`src/rtl/core/addressable_led_serial_encoder_macros.svh`:
```
// Assertion macros shared by the LED strip serial encoder RTL.
// Each macro expects signals named clk and rst_n in the using scope.
`ifndef ADDRESSABLE_LED_SERIAL_ENCODER_MACROS_SVH
`define ADDRESSABLE_LED_SERIAL_ENCODER_MACROS_SVH

// The consequent must hold in the same cycle as the antecedent.
`define ALED_ASSERT_SAME(label, ante, cons, msg) \
  label: assert property (@(posedge clk) disable iff (!rst_n) (ante) |-> (cons)) \
    else $error(msg);

// The consequent must hold in the cycle after the antecedent.
`define ALED_ASSERT_NEXT(label, ante, cons, msg) \
  label: assert property (@(posedge clk) disable iff (!rst_n) (ante) |=> (cons)) \
    else $error(msg);

`endif

```
`src/rtl/core/aled_pkg.sv`:
```
// Shared types and constants of the LED strip serial encoder.
// No dependencies; imported by every module of the block except aled_ram.
package aled_pkg;

  localparam int PIX_W     = 24;
  localparam int BITPOS_W  = 5;
  localparam int TICK_W    = 16;
  localparam int CFG_AW    = 5;
  localparam int CFG_DW    = 32;

  typedef enum logic [1:0] {
    KIND_SET   = 2'd0,
    KIND_CLEAR = 2'd1,
    KIND_START = 2'd2,
    KIND_TICK  = 2'd3
  } kind_t;

  localparam logic [2:0] REG_BIT_PERIOD  = 3'd0;
  localparam logic [2:0] REG_ZERO_HIGH   = 3'd1;
  localparam logic [2:0] REG_ONE_HIGH    = 3'd2;
  localparam logic [2:0] REG_GUARD       = 3'd3;
  localparam logic [2:0] REG_PIXEL_COUNT = 3'd4;

  localparam logic [11:0] RST_BIT_PERIOD  = 12'd52;
  localparam logic [11:0] RST_ZERO_HIGH   = 12'd10;
  localparam logic [11:0] RST_ONE_HIGH    = 12'd27;
  localparam logic [15:0] RST_GUARD       = 16'd2310;
  localparam logic [6:0]  RST_PIXEL_COUNT = 7'd40;

  typedef struct packed {
    logic [11:0] bit_period;
    logic [11:0] zero_high;
    logic [11:0] one_high;
    logic [15:0] guard;
    logic [6:0]  pixel_count;
  } cfg_t;

  typedef struct packed {
    logic line_level;
    logic busy_res;
    logic accepted;
    logic frame_done;
  } res_t;

endpackage

```
`src/rtl/core/addressable_led_serial_encoder.sv`:
```
// Top level of the single-wire addressable LED strip serial encoder.
// Throughput: one item per cycle while in_stall is low; the pixel store RAM is read
// every cycle at the next pixel position and a one-entry write forward covers collisions.
// Reset clears all control state and the store's per-entry valid bits directly, so no
// clearing pass follows; depends on aled_pkg and the submodules.
`include "addressable_led_serial_encoder_macros.svh"

module addressable_led_serial_encoder #(
  parameter int MAX_PIXELS     = 64,
  parameter int BITS_PER_PIXEL = 24
) (
  input  logic                        clk,
  input  logic                        rst_n,
  input  logic                        in_valid,
  output logic                        in_stall,
  input  logic [1:0]                  in_kind,
  input  logic [5:0]                  in_pixel_index,
  input  logic [7:0]                  in_green,
  input  logic [7:0]                  in_red,
  input  logic [7:0]                  in_blue,
  output logic                        out_valid,
  input  logic                        out_stall,
  output logic                        out_line_level,
  output logic                        out_busy_res,
  output logic                        out_accepted,
  output logic                        out_frame_done,
  input  logic                        cfg_psel,
  input  logic                        cfg_penable,
  input  logic                        cfg_pwrite,
  input  logic [aled_pkg::CFG_AW-1:0] cfg_paddr,
  input  logic [aled_pkg::CFG_DW-1:0] cfg_pwdata,
  output logic [aled_pkg::CFG_DW-1:0] cfg_prdata,
  output logic                        cfg_pready
);
  import aled_pkg::*;

  cfg_t cfg;
  res_t res;
  res_t res_out;
  logic accept;

  assign accept = in_valid && !in_stall;

  aled_cfg u_cfg (
    .clk     (clk),
    .rst_n   (rst_n),
    .psel    (cfg_psel),
    .penable (cfg_penable),
    .pwrite  (cfg_pwrite),
    .paddr   (cfg_paddr),
    .pwdata  (cfg_pwdata),
    .prdata  (cfg_prdata),
    .pready  (cfg_pready),
    .cfg     (cfg)
  );

  aled_engine #(
    .MAX_PIXELS     (MAX_PIXELS),
    .BITS_PER_PIXEL (BITS_PER_PIXEL)
  ) u_engine (
    .clk              (clk),
    .rst_n            (rst_n),
    .item_valid       (accept),
    .item_kind        (in_kind),
    .item_pixel_index (in_pixel_index),
    .item_green       (in_green),
    .item_red         (in_red),
    .item_blue        (in_blue),
    .cfg              (cfg),
    .res              (res)
  );

  aled_obuf u_obuf (
    .clk       (clk),
    .rst_n     (rst_n),
    .push      (accept),
    .din       (res),
    .full      (in_stall),
    .out_valid (out_valid),
    .out_stall (out_stall),
    .dout      (res_out)
  );

  assign out_line_level = res_out.line_level;
  assign out_busy_res   = res_out.busy_res;
  assign out_accepted   = res_out.accepted;
  assign out_frame_done = res_out.frame_done;

  `ALED_ASSERT_SAME(a_done_idle, out_valid && out_frame_done, !out_busy_res, "frame done while busy")
  `ALED_ASSERT_SAME(a_refuse_busy, out_valid && !out_accepted, out_busy_res, "start refused while idle")
  `ALED_ASSERT_SAME(a_line_busy, out_valid && out_line_level, out_busy_res, "line high while idle")
  `ALED_ASSERT_SAME(a_skid_order, in_stall, out_valid, "skid entry held without output entry")

endmodule

```
`src/rtl/core/aled_ram.sv`:
```
// Generic simple dual-port RAM: one write port, one registered read port.
// A read of the address written at the same edge returns the old data.
module aled_ram #(
  parameter int WIDTH = 24,
  parameter int DEPTH = 64
) (
  input  logic                                     clk,
  input  logic                                     we,
  input  logic [(DEPTH > 1 ? $clog2(DEPTH) : 1)-1:0] waddr,
  input  logic [WIDTH-1:0]                         wdata,
  input  logic [(DEPTH > 1 ? $clog2(DEPTH) : 1)-1:0] raddr,
  output logic [WIDTH-1:0]                         rdata
);

  logic [WIDTH-1:0] mem [DEPTH];

  always_ff @(posedge clk) begin
    if (we) begin
      mem[waddr] <= wdata;
    end
    rdata <= mem[raddr];
  end

endmodule

```
`src/rtl/core/aled_cfg.sv`:
```
// APB-style configuration registers of the LED strip serial encoder.
// Depends on aled_pkg for the register indexes, reset values and cfg_t.
module aled_cfg (
  input  logic                          clk,
  input  logic                          rst_n,
  input  logic                          psel,
  input  logic                          penable,
  input  logic                          pwrite,
  input  logic [aled_pkg::CFG_AW-1:0]   paddr,
  input  logic [aled_pkg::CFG_DW-1:0]   pwdata,
  output logic [aled_pkg::CFG_DW-1:0]   prdata,
  output logic                          pready,
  output aled_pkg::cfg_t                cfg
);
  import aled_pkg::*;

  cfg_t       cfg_r;
  logic [2:0] reg_idx;
  logic       wr_en;

  assign reg_idx = paddr[4:2];
  assign wr_en   = psel && penable && pwrite;
  assign pready  = 1'b1;
  assign cfg     = cfg_r;

  always_ff @(posedge clk) begin
    if (!rst_n) begin
      cfg_r.bit_period  <= RST_BIT_PERIOD;
      cfg_r.zero_high   <= RST_ZERO_HIGH;
      cfg_r.one_high    <= RST_ONE_HIGH;
      cfg_r.guard       <= RST_GUARD;
      cfg_r.pixel_count <= RST_PIXEL_COUNT;
    end else if (wr_en) begin
      unique case (reg_idx)
        REG_BIT_PERIOD:  cfg_r.bit_period  <= pwdata[11:0];
        REG_ZERO_HIGH:   cfg_r.zero_high   <= pwdata[11:0];
        REG_ONE_HIGH:    cfg_r.one_high    <= pwdata[11:0];
        REG_GUARD:       cfg_r.guard       <= pwdata[15:0];
        REG_PIXEL_COUNT: cfg_r.pixel_count <= pwdata[6:0];
        default: begin
        end
      endcase
    end
  end

  always_comb begin
    unique case (reg_idx)
      REG_BIT_PERIOD:  prdata = {20'd0, cfg_r.bit_period};
      REG_ZERO_HIGH:   prdata = {20'd0, cfg_r.zero_high};
      REG_ONE_HIGH:    prdata = {20'd0, cfg_r.one_high};
      REG_GUARD:       prdata = {16'd0, cfg_r.guard};
      REG_PIXEL_COUNT: prdata = {25'd0, cfg_r.pixel_count};
      default:         prdata = '0;
    endcase
  end

endmodule

```
`src/rtl/core/aled_obuf.sv`:
```
// Two-entry result buffer: an output register backed by a skid register.
// Depends on aled_pkg for res_t.
module aled_obuf (
  input  logic           clk,
  input  logic           rst_n,
  input  logic           push,
  input  aled_pkg::res_t din,
  output logic           full,
  output logic           out_valid,
  input  logic           out_stall,
  output aled_pkg::res_t dout
);
  import aled_pkg::*;

  logic main_v_r;
  logic skid_v_r;
  res_t main_r;
  res_t skid_r;
  logic take;

  assign take      = main_v_r && !out_stall;
  assign full      = skid_v_r;
  assign out_valid = main_v_r;
  assign dout      = main_r;

  always_ff @(posedge clk) begin
    if (!rst_n) begin
      main_v_r <= 1'b0;
      skid_v_r <= 1'b0;
    end else if (skid_v_r) begin
      if (take) begin
        skid_v_r <= 1'b0;
      end
    end else if (push) begin
      if (main_v_r && !take) begin
        skid_v_r <= 1'b1;
      end else begin
        main_v_r <= 1'b1;
      end
    end else if (take) begin
      main_v_r <= 1'b0;
    end
  end

  always_ff @(posedge clk) begin
    if (skid_v_r) begin
      if (take) begin
        main_r <= skid_r;
      end
    end else if (push) begin
      if (main_v_r && !take) begin
        skid_r <= din;
      end else begin
        main_r <= din;
      end
    end
  end

endmodule

```
`src/rtl/core/aled_engine.sv`:
```
// Frame engine: pixel store in a RAM with write forwarding, and the bit timer.
// Depends on aled_pkg and aled_ram.
module aled_engine #(
  parameter int MAX_PIXELS     = 64,
  parameter int BITS_PER_PIXEL = 24
) (
  input  logic           clk,
  input  logic           rst_n,
  input  logic           item_valid,
  input  logic [1:0]     item_kind,
  input  logic [5:0]     item_pixel_index,
  input  logic [7:0]     item_green,
  input  logic [7:0]     item_red,
  input  logic [7:0]     item_blue,
  input  aled_pkg::cfg_t cfg,
  output aled_pkg::res_t res
);
  import aled_pkg::*;

  localparam int AW = (MAX_PIXELS > 1) ? $clog2(MAX_PIXELS) : 1;
  localparam int CW = ($clog2(MAX_PIXELS + 1) > 7) ? $clog2(MAX_PIXELS + 1) : 7;

  typedef enum logic [1:0] {
    PH_IDLE  = 2'd0,
    PH_SEND  = 2'd1,
    PH_GUARD = 2'd2
  } phase_t;

  phase_t              phase_r, phase_nxt;
  logic [TICK_W-1:0]   tick_r, tick_nxt;
  logic [BITPOS_W-1:0] bitpos_r, bitpos_nxt;
  logic [AW-1:0]       pixpos_r, pixpos_nxt;
  logic                line_r, line_nxt;
  logic [MAX_PIXELS-1:0] valid_r;
  logic                fwd_v_r;
  logic [AW-1:0]       fwd_addr_r;
  logic [PIX_W-1:0]    fwd_data_r;

  kind_t               kind;
  logic                wr_en;
  logic [AW-1:0]       wr_addr;
  logic [PIX_W-1:0]    wr_data;
  logic [PIX_W-1:0]    rdata;
  logic [PIX_W-1:0]    cur_word;
  logic [31:0]         word_ext;
  logic [BITPOS_W-1:0] bit_sel;
  logic                cur_bit;
  logic [11:0]         high;
  logic [11:0]         period;
  logic [TICK_W-1:0]   guard;
  logic [TICK_W-1:0]   tick_inc;
  logic [CW-1:0]       pix_cnt;
  logic [CW-1:0]       frame_pix;
  logic                bit_last;
  logic                pixel_last;
  logic                acc;
  logic                done;

  assign kind    = kind_t'(item_kind);
  assign wr_en   = item_valid && (kind == KIND_SET || kind == KIND_CLEAR) &&
                   (CW'(item_pixel_index) < CW'(MAX_PIXELS));
  assign wr_addr = AW'(item_pixel_index);
  assign wr_data = (kind == KIND_SET) ? {item_green, item_red, item_blue} : '0;

  aled_ram #(
    .WIDTH (PIX_W),
    .DEPTH (MAX_PIXELS)
  ) u_store (
    .clk   (clk),
    .we    (wr_en),
    .waddr (wr_addr),
    .wdata (wr_data),
    .raddr (pixpos_nxt),
    .rdata (rdata)
  );

  always_comb begin
    if (fwd_v_r && fwd_addr_r == pixpos_r) begin
      cur_word = fwd_data_r;
    end else if (valid_r[pixpos_r]) begin
      cur_word = rdata;
    end else begin
      cur_word = '0;
    end
  end

  assign word_ext = 32'(cur_word);
  assign bit_sel  = BITPOS_W'(BITS_PER_PIXEL - 1) - bitpos_r;
  assign cur_bit  = word_ext[bit_sel];

  assign high      = cur_bit ? cfg.one_high : cfg.zero_high;
  assign period    = (cfg.bit_period == '0) ? 12'd1 : cfg.bit_period;
  assign guard     = (cfg.guard == '0) ? 16'd1 : cfg.guard;
  assign tick_inc  = tick_r + 1'b1;
  assign pix_cnt   = CW'(cfg.pixel_count);
  assign frame_pix = (pix_cnt == '0) ? CW'(1) :
                     (pix_cnt > CW'(MAX_PIXELS)) ? CW'(MAX_PIXELS) : pix_cnt;
  assign bit_last   = (bitpos_r == BITPOS_W'(BITS_PER_PIXEL - 1));
  assign pixel_last = ((CW'(pixpos_r) + 1'b1) >= frame_pix);

  always_comb begin
    phase_nxt  = phase_r;
    tick_nxt   = tick_r;
    bitpos_nxt = bitpos_r;
    pixpos_nxt = pixpos_r;
    line_nxt   = line_r;
    acc        = 1'b1;
    done       = 1'b0;
    if (item_valid) begin
      unique case (kind)
        KIND_SET, KIND_CLEAR: begin
        end
        KIND_START: begin
          if (phase_r != PH_IDLE) begin
            acc = 1'b0;
          end else begin
            phase_nxt  = PH_SEND;
            tick_nxt   = '0;
            bitpos_nxt = '0;
            pixpos_nxt = '0;
          end
        end
        KIND_TICK: begin
          unique case (phase_r)
            PH_SEND: begin
              line_nxt = (tick_r < TICK_W'(high));
              if (tick_inc >= TICK_W'(period)) begin
                tick_nxt = '0;
                if (bit_last) begin
                  bitpos_nxt = '0;
                  if (pixel_last) begin
                    pixpos_nxt = '0;
                    phase_nxt  = PH_GUARD;
                  end else begin
                    pixpos_nxt = pixpos_r + 1'b1;
                  end
                end else begin
                  bitpos_nxt = bitpos_r + 1'b1;
                end
              end else begin
                tick_nxt = tick_inc;
              end
            end
            PH_GUARD: begin
              line_nxt = 1'b0;
              if (tick_inc >= guard) begin
                tick_nxt  = '0;
                phase_nxt = PH_IDLE;
                done      = 1'b1;
              end else begin
                tick_nxt = tick_inc;
              end
            end
            default: begin
              line_nxt = 1'b0;
            end
          endcase
        end
      endcase
    end
  end

  assign res.line_level = line_nxt;
  assign res.busy_res   = (phase_nxt != PH_IDLE);
  assign res.accepted   = acc;
  assign res.frame_done = done;

  always_ff @(posedge clk) begin
    if (!rst_n) begin
      phase_r  <= PH_IDLE;
      tick_r   <= '0;
      bitpos_r <= '0;
      pixpos_r <= '0;
      line_r   <= 1'b0;
      valid_r  <= '0;
      fwd_v_r  <= 1'b0;
    end else begin
      phase_r  <= phase_nxt;
      tick_r   <= tick_nxt;
      bitpos_r <= bitpos_nxt;
      pixpos_r <= pixpos_nxt;
      line_r   <= line_nxt;
      fwd_v_r  <= wr_en;
      if (wr_en) begin
        valid_r[wr_addr] <= 1'b1;
      end
    end
  end

  always_ff @(posedge clk) begin
    if (wr_en) begin
      fwd_addr_r <= wr_addr;
      fwd_data_r <= wr_data;
    end
  end

endmodule

```
`config.mk`:
```
export PLATFORM = sky130hd
export DESIGN_NAME = addressable_led_serial_encoder
export DESIGN_NICKNAME = d
export VERILOG_FILES = /design/src/rtl/core/aled_pkg.sv /design/src/rtl/core/addressable_led_serial_encoder.sv /design/src/rtl/core/aled_ram.sv /design/src/rtl/core/aled_cfg.sv /design/src/rtl/core/aled_obuf.sv /design/src/rtl/core/aled_engine.sv
export VERILOG_INCLUDE_DIRS = /design/src /design/src/rtl/core
export SDC_FILE = /design/constraint.sdc
export NUM_CORES = 2
export LEC_CHECK = 0
export BUFFER_PORTS_ARGS = -buffer_cell sky130_fd_sc_hd__buf_2
export CELL_PAD_IN_SITES_DETAIL_PLACEMENT = 1
export CELL_PAD_IN_SITES_GLOBAL_PLACEMENT = 2
export CORE_MARGIN = 2
export CORE_UTILIZATION = 48
export CTS_CLUSTER_DIAMETER = 60
export DETAILED_ROUTE_END_ITERATION = 10
export PLACE_DENSITY_LB_ADDON = 0.15
export SYNTH_ARGS = -nofsm -noshare
export SYNTH_HDL_FRONTEND = slang
export SYNTH_SLANG_ARGS = --single-unit
```
`constraint.sdc`:
```
create_clock -name clk -period 14 [get_ports clk]
set_input_delay 2.8 -clock clk [delete_from_list [all_inputs] [get_ports clk]]
set_output_delay 2.8 -clock clk [all_outputs]
set_load 0.05 [all_outputs]
```
# --- Yosys cells after proc, flatten, opt, wreduce, memory -nomap -nowiden ---
# Memory sizes are Yosys's and may differ from the RTL's. A register that Yosys moved wholly into a read port is not among the register bits.
# Cells that the tools add are included.
word_totals:
  regBits: 194
  latchBits: 0
  ram_bits: 1536
  mem_bits_ro: 0
  in_bits: 76
  out_inout_bits: 39
  elab_cells: 152
  memories: 1
classes:
  n_addsub: 5
  multipliers: 0
  div: 0
  order_cmp: 9
  eq_ne: 18
  n_shift: 0
  mux: 61
  bitwise_logic: 2
  reduce_logical: 32
mem_list:
  columns: ["memory", "words", "width", "rd", "rd_clocked_by_memory_dff", "wr", "line", "source"]
  rows:
  - ["u_engine.u_store.mem", 64, 24, 1, 1, 1, "aled_ram.sv:15", "logic [WIDTH-1:0] mem [DEPTH];"]
op_table:
  columns: ["operator", "count"]
  rows:
  - ["16-bit case mux with 5 select lines", 1]
  - ["24-bit two-way mux", 3]
  - ["16-bit two-way mux", 4]
  - ["64-bit bitwise OR", 1]
  - ["16-bit case mux with 2 select lines", 2]
  - ["6-bit two-way mux", 6]
  - ["12-bit two-way mux", 2]
  - ["1-bit two-way mux", 20]
  - ["5-bit two-way mux", 4]
  - ["16-bit by 1-bit adder with 16-bit output (second input constant)", 1]
  - ["16-bit by 12-bit greater-or-equal comparator with 1-bit output", 1]
  - ["16-bit greater-or-equal comparator", 1]
  - ["16-bit logical NOT", 1]
  - ["16-bit by 12-bit less-than comparator with 1-bit output", 1]
  - ["4-bit two-way mux", 4]
  - ["6-bit by 7-bit less-than comparator with 1-bit output (second input constant)", 2]
  - ["7-bit two-way mux", 2]
  - ["12-bit logical NOT", 1]
  - ["2-bit two-way mux", 6]
  - ["6-bit case mux with 2 select lines", 1]
  - ["5-bit case mux with 2 select lines", 1]
  - ["2-bit AND reduction", 5]
  - ["2-bit nonzero test", 5]
  - ["3-bit AND reduction", 3]
  - ["other kinds (31)", 49]

# --- Logic depth before layout (Yosys ltp) ---
logic_depth:
  depth_word: 14
  depth_mapped: 22
  depth_no_buf: 18

# --- Hierarchy ---
# A second synthesis with hierarchy kept.
hier_totals:
  hier_cells: 3764
  area_unflattened_um2: 70262.4
by_module_without_submodules:
  columns: ["mod", "n_inst", "cells_per_inst", "area_each_um2", "seq_area_each_um2"]
  rows:
  - ["aled_ram", 1, 2610, 59295.6, 46604.7]
  - ["aled_engine", 1, 822, 7612.3, 2802.7]
  - ["aled_cfg", 1, 305, 2922.8, 1181.1]
  - ["aled_obuf", 1, 26, 417.9, 280.3]
  - ["addressable_led_serial_encoder", 1, 1, 13.8, 0.0]

# --- Worst setup path before layout ---
# OpenSTA, ideal clock, no wires.
synth_timing:
  path_type: "in2out"
  startpoint: "in cfg_paddr[4] (netlist bit)"
  endpoint: "out cfg_prdata[4] (netlist bit)"
  arrival_time_ps: 4504
  required_time_ps: 11200
  slack_ps: 6696
  stages: 6
  path_buffers: 2
  cell_sequence: "clkbuf_1 -> clkbuf_1 -> mux2i_1 -> nor2_1 -> a21oi_1 -> o22ai_1"
synth_via:
  elab_chain_len: 2
  elab_cells_between_ends: 6
  classes_between: "eq/ne (4); mux (1); reduce/logical (1)"
synth_lines:
  columns: ["item", "line", "source"]
  rows:
  - ["start: declaration", "addressable_led_serial_encoder.sv:30", "input logic [aled_pkg::CFG_AW-1:0] cfg_paddr,"]
  - ["3-bit == test, or another cell as far along", "aled_cfg.sv:47", "unique case (reg_idx)"]
  - ["16-bit case mux with 5 select lines (*)", "aled_cfg.sv:47", null]
  - ["end: declaration", "addressable_led_serial_encoder.sv:32", "output logic [aled_pkg::CFG_DW-1:0] cfg_prdata,"]
# Every way passes the cells marked *; elsewhere a longest branch is shown, timed or not.

# --- Worst setup path in the final report ---
layout_timing:
  startpoint: "in in_kind[1]"
  endpoint: "reg u_engine.u_store.rdata[7] (read register of u_engine.u_store.mem)"
layout_via:
  elab_chain_len: 3
  elab_cells_between_ends: 4
  classes_between: "eq/ne (2); mux (2)"
layout_lines:
  columns: ["item", "line", "source"]
  rows:
  - ["start: declaration", "addressable_led_serial_encoder.sv:16", "input logic [1:0] in_kind,"]
  - ["2-bit == test", "aled_engine.sv:110", "unique case (kind)"]
  - ["6-bit case mux with 2 select lines (*)", "aled_engine.sv:110", null]
  - ["6-bit two-way mux (*)", "aled_engine.sv:109", "if (item_valid) begin"]
  - ["end: declaration", "aled_ram.sv:12", "output logic [WIDTH-1:0] rdata"]
# Marks and branches as above.
# A chain may end at the register's enable or synchronous reset.

==> flow_summary.json <==
{
  "synth_edf_count": 1574,
  "first_pass_iters": 6,
  "ys_warn_count": 0,
  "rr_startpoint": "u_engine.tick_r[0]",
  "leakage_nw": 25.8,
  "finalClockSkew_ps": 23.3,
  "dp_hpwl_microns": 117000,
  "grt_pass1_wl_microns": 312000,
  "max_freq_mhz": 126,
  "tns_ps": 0,
  "synthTopCellsByArea": "edfxtp_1, nand2_1, dfxtp_1",
  "clkLatencyLatePin_ps": 820,
  "syn_inst": 5373,
  "fp.dieW_microns": 388,
  "use_met1_pct": 40.0,
  "root_buffer": "clkbuf_16",
  "worst-slew-pin-transition_ps": 1250,
  "power.density_nw_per_um2": 134,
  "holdBufCountCts": 0,
  "vias_per_cell": 6.03,
  "drive_gt1_share_pct": 10.6,
  "cts_buffers": 185,
  "routed-via-count": 45200,
  "min_path_cells": 1,
  "ys.flop_type": "edfxtp_1",
  "ant_nets": 0,
  "dp_cells": 7146,
  "gp_congestion": 0.838,
  "grt_busiest_layer": "met2",
  "gr-usage-met2_pct": 46.1,
  "required_ps": 14700,
  "syn_area_sq_um": 70600,
  "syn_to_final_growth_pct": 11.9,
  "fp.dieArea_sq_um": 150000,
  "post_cts_resized": 0,
  "core_sq_um": 146000,
  "antenna_found_initial": 18,
  "clkSinkCount": 1754,
  "io_pins": 115,
  "portBuffers": 79,
  "slew_headroom_pct": 15.9,
  "crit_fanout": 49,
  "worstSetupStartpointType": "primary input",
  "drv_slew": 0,
  "die_h_microns": 388,
  "outcome": "finished, final reports clean",
  "worstSetupPathType": "in -> reg",
  "synth_cell_types": 69,
  "cap_violations": 0,
  "endpoint_kind": "flop",
  "crit_arrival_ps": 8640,
  "post-cts-setup-buffer-count": 0,
  "ys_seq_area_share_pct": 72.0,
  "setup_viol": 0,
  "path_clk_slew_ps": 60,
  "final_cells": 7489,
  "ys_ff_latch": 1754,
  "wl_per_cell_microns": 28.9,
  "grt_usage_pct": 28.5,
  "wirelength_microns": 216000,
  "synth.avg_cell_area_sq_um": 13.1,
  "rrSetupSlack_ps": 6280,
  "remaining_drc_errors": 0,
  "cts_tree": "built",
  "yosysTopAreaCell": "edfxtp_1",
  "grt_max_degree": 152,
  "start_util_pct": 48.4,
  "ff2ff_path_depth": 18,
  "global_route.usage.met3_pct": 4.19,
  "max-vdd-ir-drop_uv": 110,
  "first_iter_violations": 4124,
  "min_from": "u_engine.valid_r[44]",
  "htree_num_levels": 4,
  "overflow": 0,
  "async_flop_share_pct": 0,
  "worstSetupStartpoint": "in_kind[1]",
  "fin_crit_ps": 7940,
  "fin_nets": 5545,
  "yosysTopAreaCellShare_pct": 66.9,
  "clk_path_buf_depth": 3,
  "grt_pass1_vias": 45900,
  "rsz0062_at_grt": "no",
  "post-route-period-util_pct": 56.7,
  "hold_viol": 0,
  "num_rows": 140,
  "hold_class": "reg -> reg"
}
cells by family (layout without fill, tap and decap cells):
logic type	Yosys count	after routing	share of synthesized area, %
buffers and inverters	398	575	2.42
XOR/XNOR	25	25	0.310
flip-flops	1754	1754	72.0
adder cells (fa/ha/maj)	53	53	0.939
multiplexers	261	261	4.25
AND/OR/NAND/NOR	2358	2358	14.5
AO/OA/AOI/OAI	522	522	5.49
other	2	24	0.0106
path summary, 6_finish.rpt:
| path | end |
|---|---|
| setup / recovery | u_engine.u_store.rdata[7] |
| hold / removal | u_engine.valid_r[44] |
| setup reg to reg | u_engine.u_store.rdata[7] |
| hold reg to reg | u_engine.valid_r[44] |
power breakdown:
| group | internal (mW) | switching [mW] |
|---|---|---|
| sequential | 5.71 | 0.00983 |
| combinational | 0.0352 | 0.157 |
| clock | 2.63 | 2.02 |
| total | 8.37 | 2.18 |
metal layers:
| metal | wire length, microns | vias up |
|---|---|---|
| met5 | 61 | - |
| met4 | 6430 | 10 |
| met3 | 14500 | 319 |
| met2 | 102000 | 1469 |
| met1 | 93100 | 23400 |
| li1 | - | 19900 |
cells in the final DEF (no fill, tap or decap), types with 10 or more instances in the layout:
cell and count:
a21boi_0 34, a21o_1 14, a21oi_1 26, a31oi_1 151, a32o_1 24, a32oi_1 121
and2_1 13, and2_2 24, and3_1 10, buf_2 78, buf_4 107, clkbuf_1 60
clkbuf_16 187, clkinv_1 38, clkinv_2 19, conb_1 17, dfxtp_1 179, edfxtp_1 1574
ha_1 53, inv_1 46, mux2i_1 227, mux4_2 31, nand2_1 1372, nand3_1 580
nand4_1 88, nor2_1 71, nor2_2 39, nor2_4 30, nor2b_1 38, nor3_1 39
o211ai_1 12, o21a_1 64, o21ai_0 19, o22ai_1 10, xnor2_1 17
cell usage after synthesis (all sizes together), types with 5 or more instances:
cell type  number
edfxtp       1574
nand2        1373
nand3         580
mux2i         227
clkbuf        202
dfxtp         180
a31oi         152
buf           150
nor2          140
a32oi         122
nand4          89
o21a           65
ha             53
inv            46
nor3           41
nor2b          38
and2           37
a21boi         34
mux4           31
a21oi          27
a32o           25
o21ai          20
xnor2          17
a21o           14
o211ai         13
nand2b         11
and3           10
o22ai          10
nor4            8
xor2            8
nand3b          7
or2             6
o31ai           5
registers in the layout, summed over array words and instances (netlist names):
name                    flops
u_engine.fwd_addr_r         6
u_engine.line_r             1
u_engine.tick_r            16
u_obuf.full                 1
u_obuf.out_valid            1
u_engine.u_store.mem     1536
u_engine.phase_r            2
u_engine.valid_r           64
u_engine.bitpos_r           5
u_engine.fwd_v_r            1
u_obuf.skid_r               4
u_engine.fwd_data_r        24
u_cfg.cfg                  59
u_engine.u_store.rdata     24
u_engine.pixpos_r           6
u_obuf.dout                 4
layout make-up:
| type | instances | area, sq um |
|---|---|---|
| Antenna cell | 7 | 17.5 |
| Clock buffer | 256 | 5030 |
| Clock inverter | 80 | 616 |
| Fill cell | 14300 | 66900 |
| Inverter | 46 | 173 |
| Multi-Input combinational cell | 3236 | 18600 |
| Sequential cell | 1754 | 50900 |
| Tap cell | 1917 | 2400 |
| Timing Repair Buffer | 193 | 1350 |
worst max-delay path: stages:
cell	delay, ps
buf_2	200
nand3b_1	220
nor2_1	420
and3_1	270
a21boi_0	310
a211oi_2	200
a32o_4	560
nor3_4	1010
buf_4	560
buf_4	770
nand3_1	150
a31oi_1	490
nor3_1	300
a32o_1	290
through the flow:
step	instance area [sq um]	hold slack [ps]	power (mW)	setup WS (ps)	util, %
2_1_floorplan	70700	435	5.93	6700	-
3_3_place_gp	73400	441	6.01	5370	50.3
3_5_place_dp	73400	452	6.02	5320	50.3
4_1_cts	79000	465	10.6	6170	54.1
5_1_grt	79000	470	10.8	5970	54.1
6_report	79000	464	10.6	6060	54.2
(Power assumes the default switching activity.)
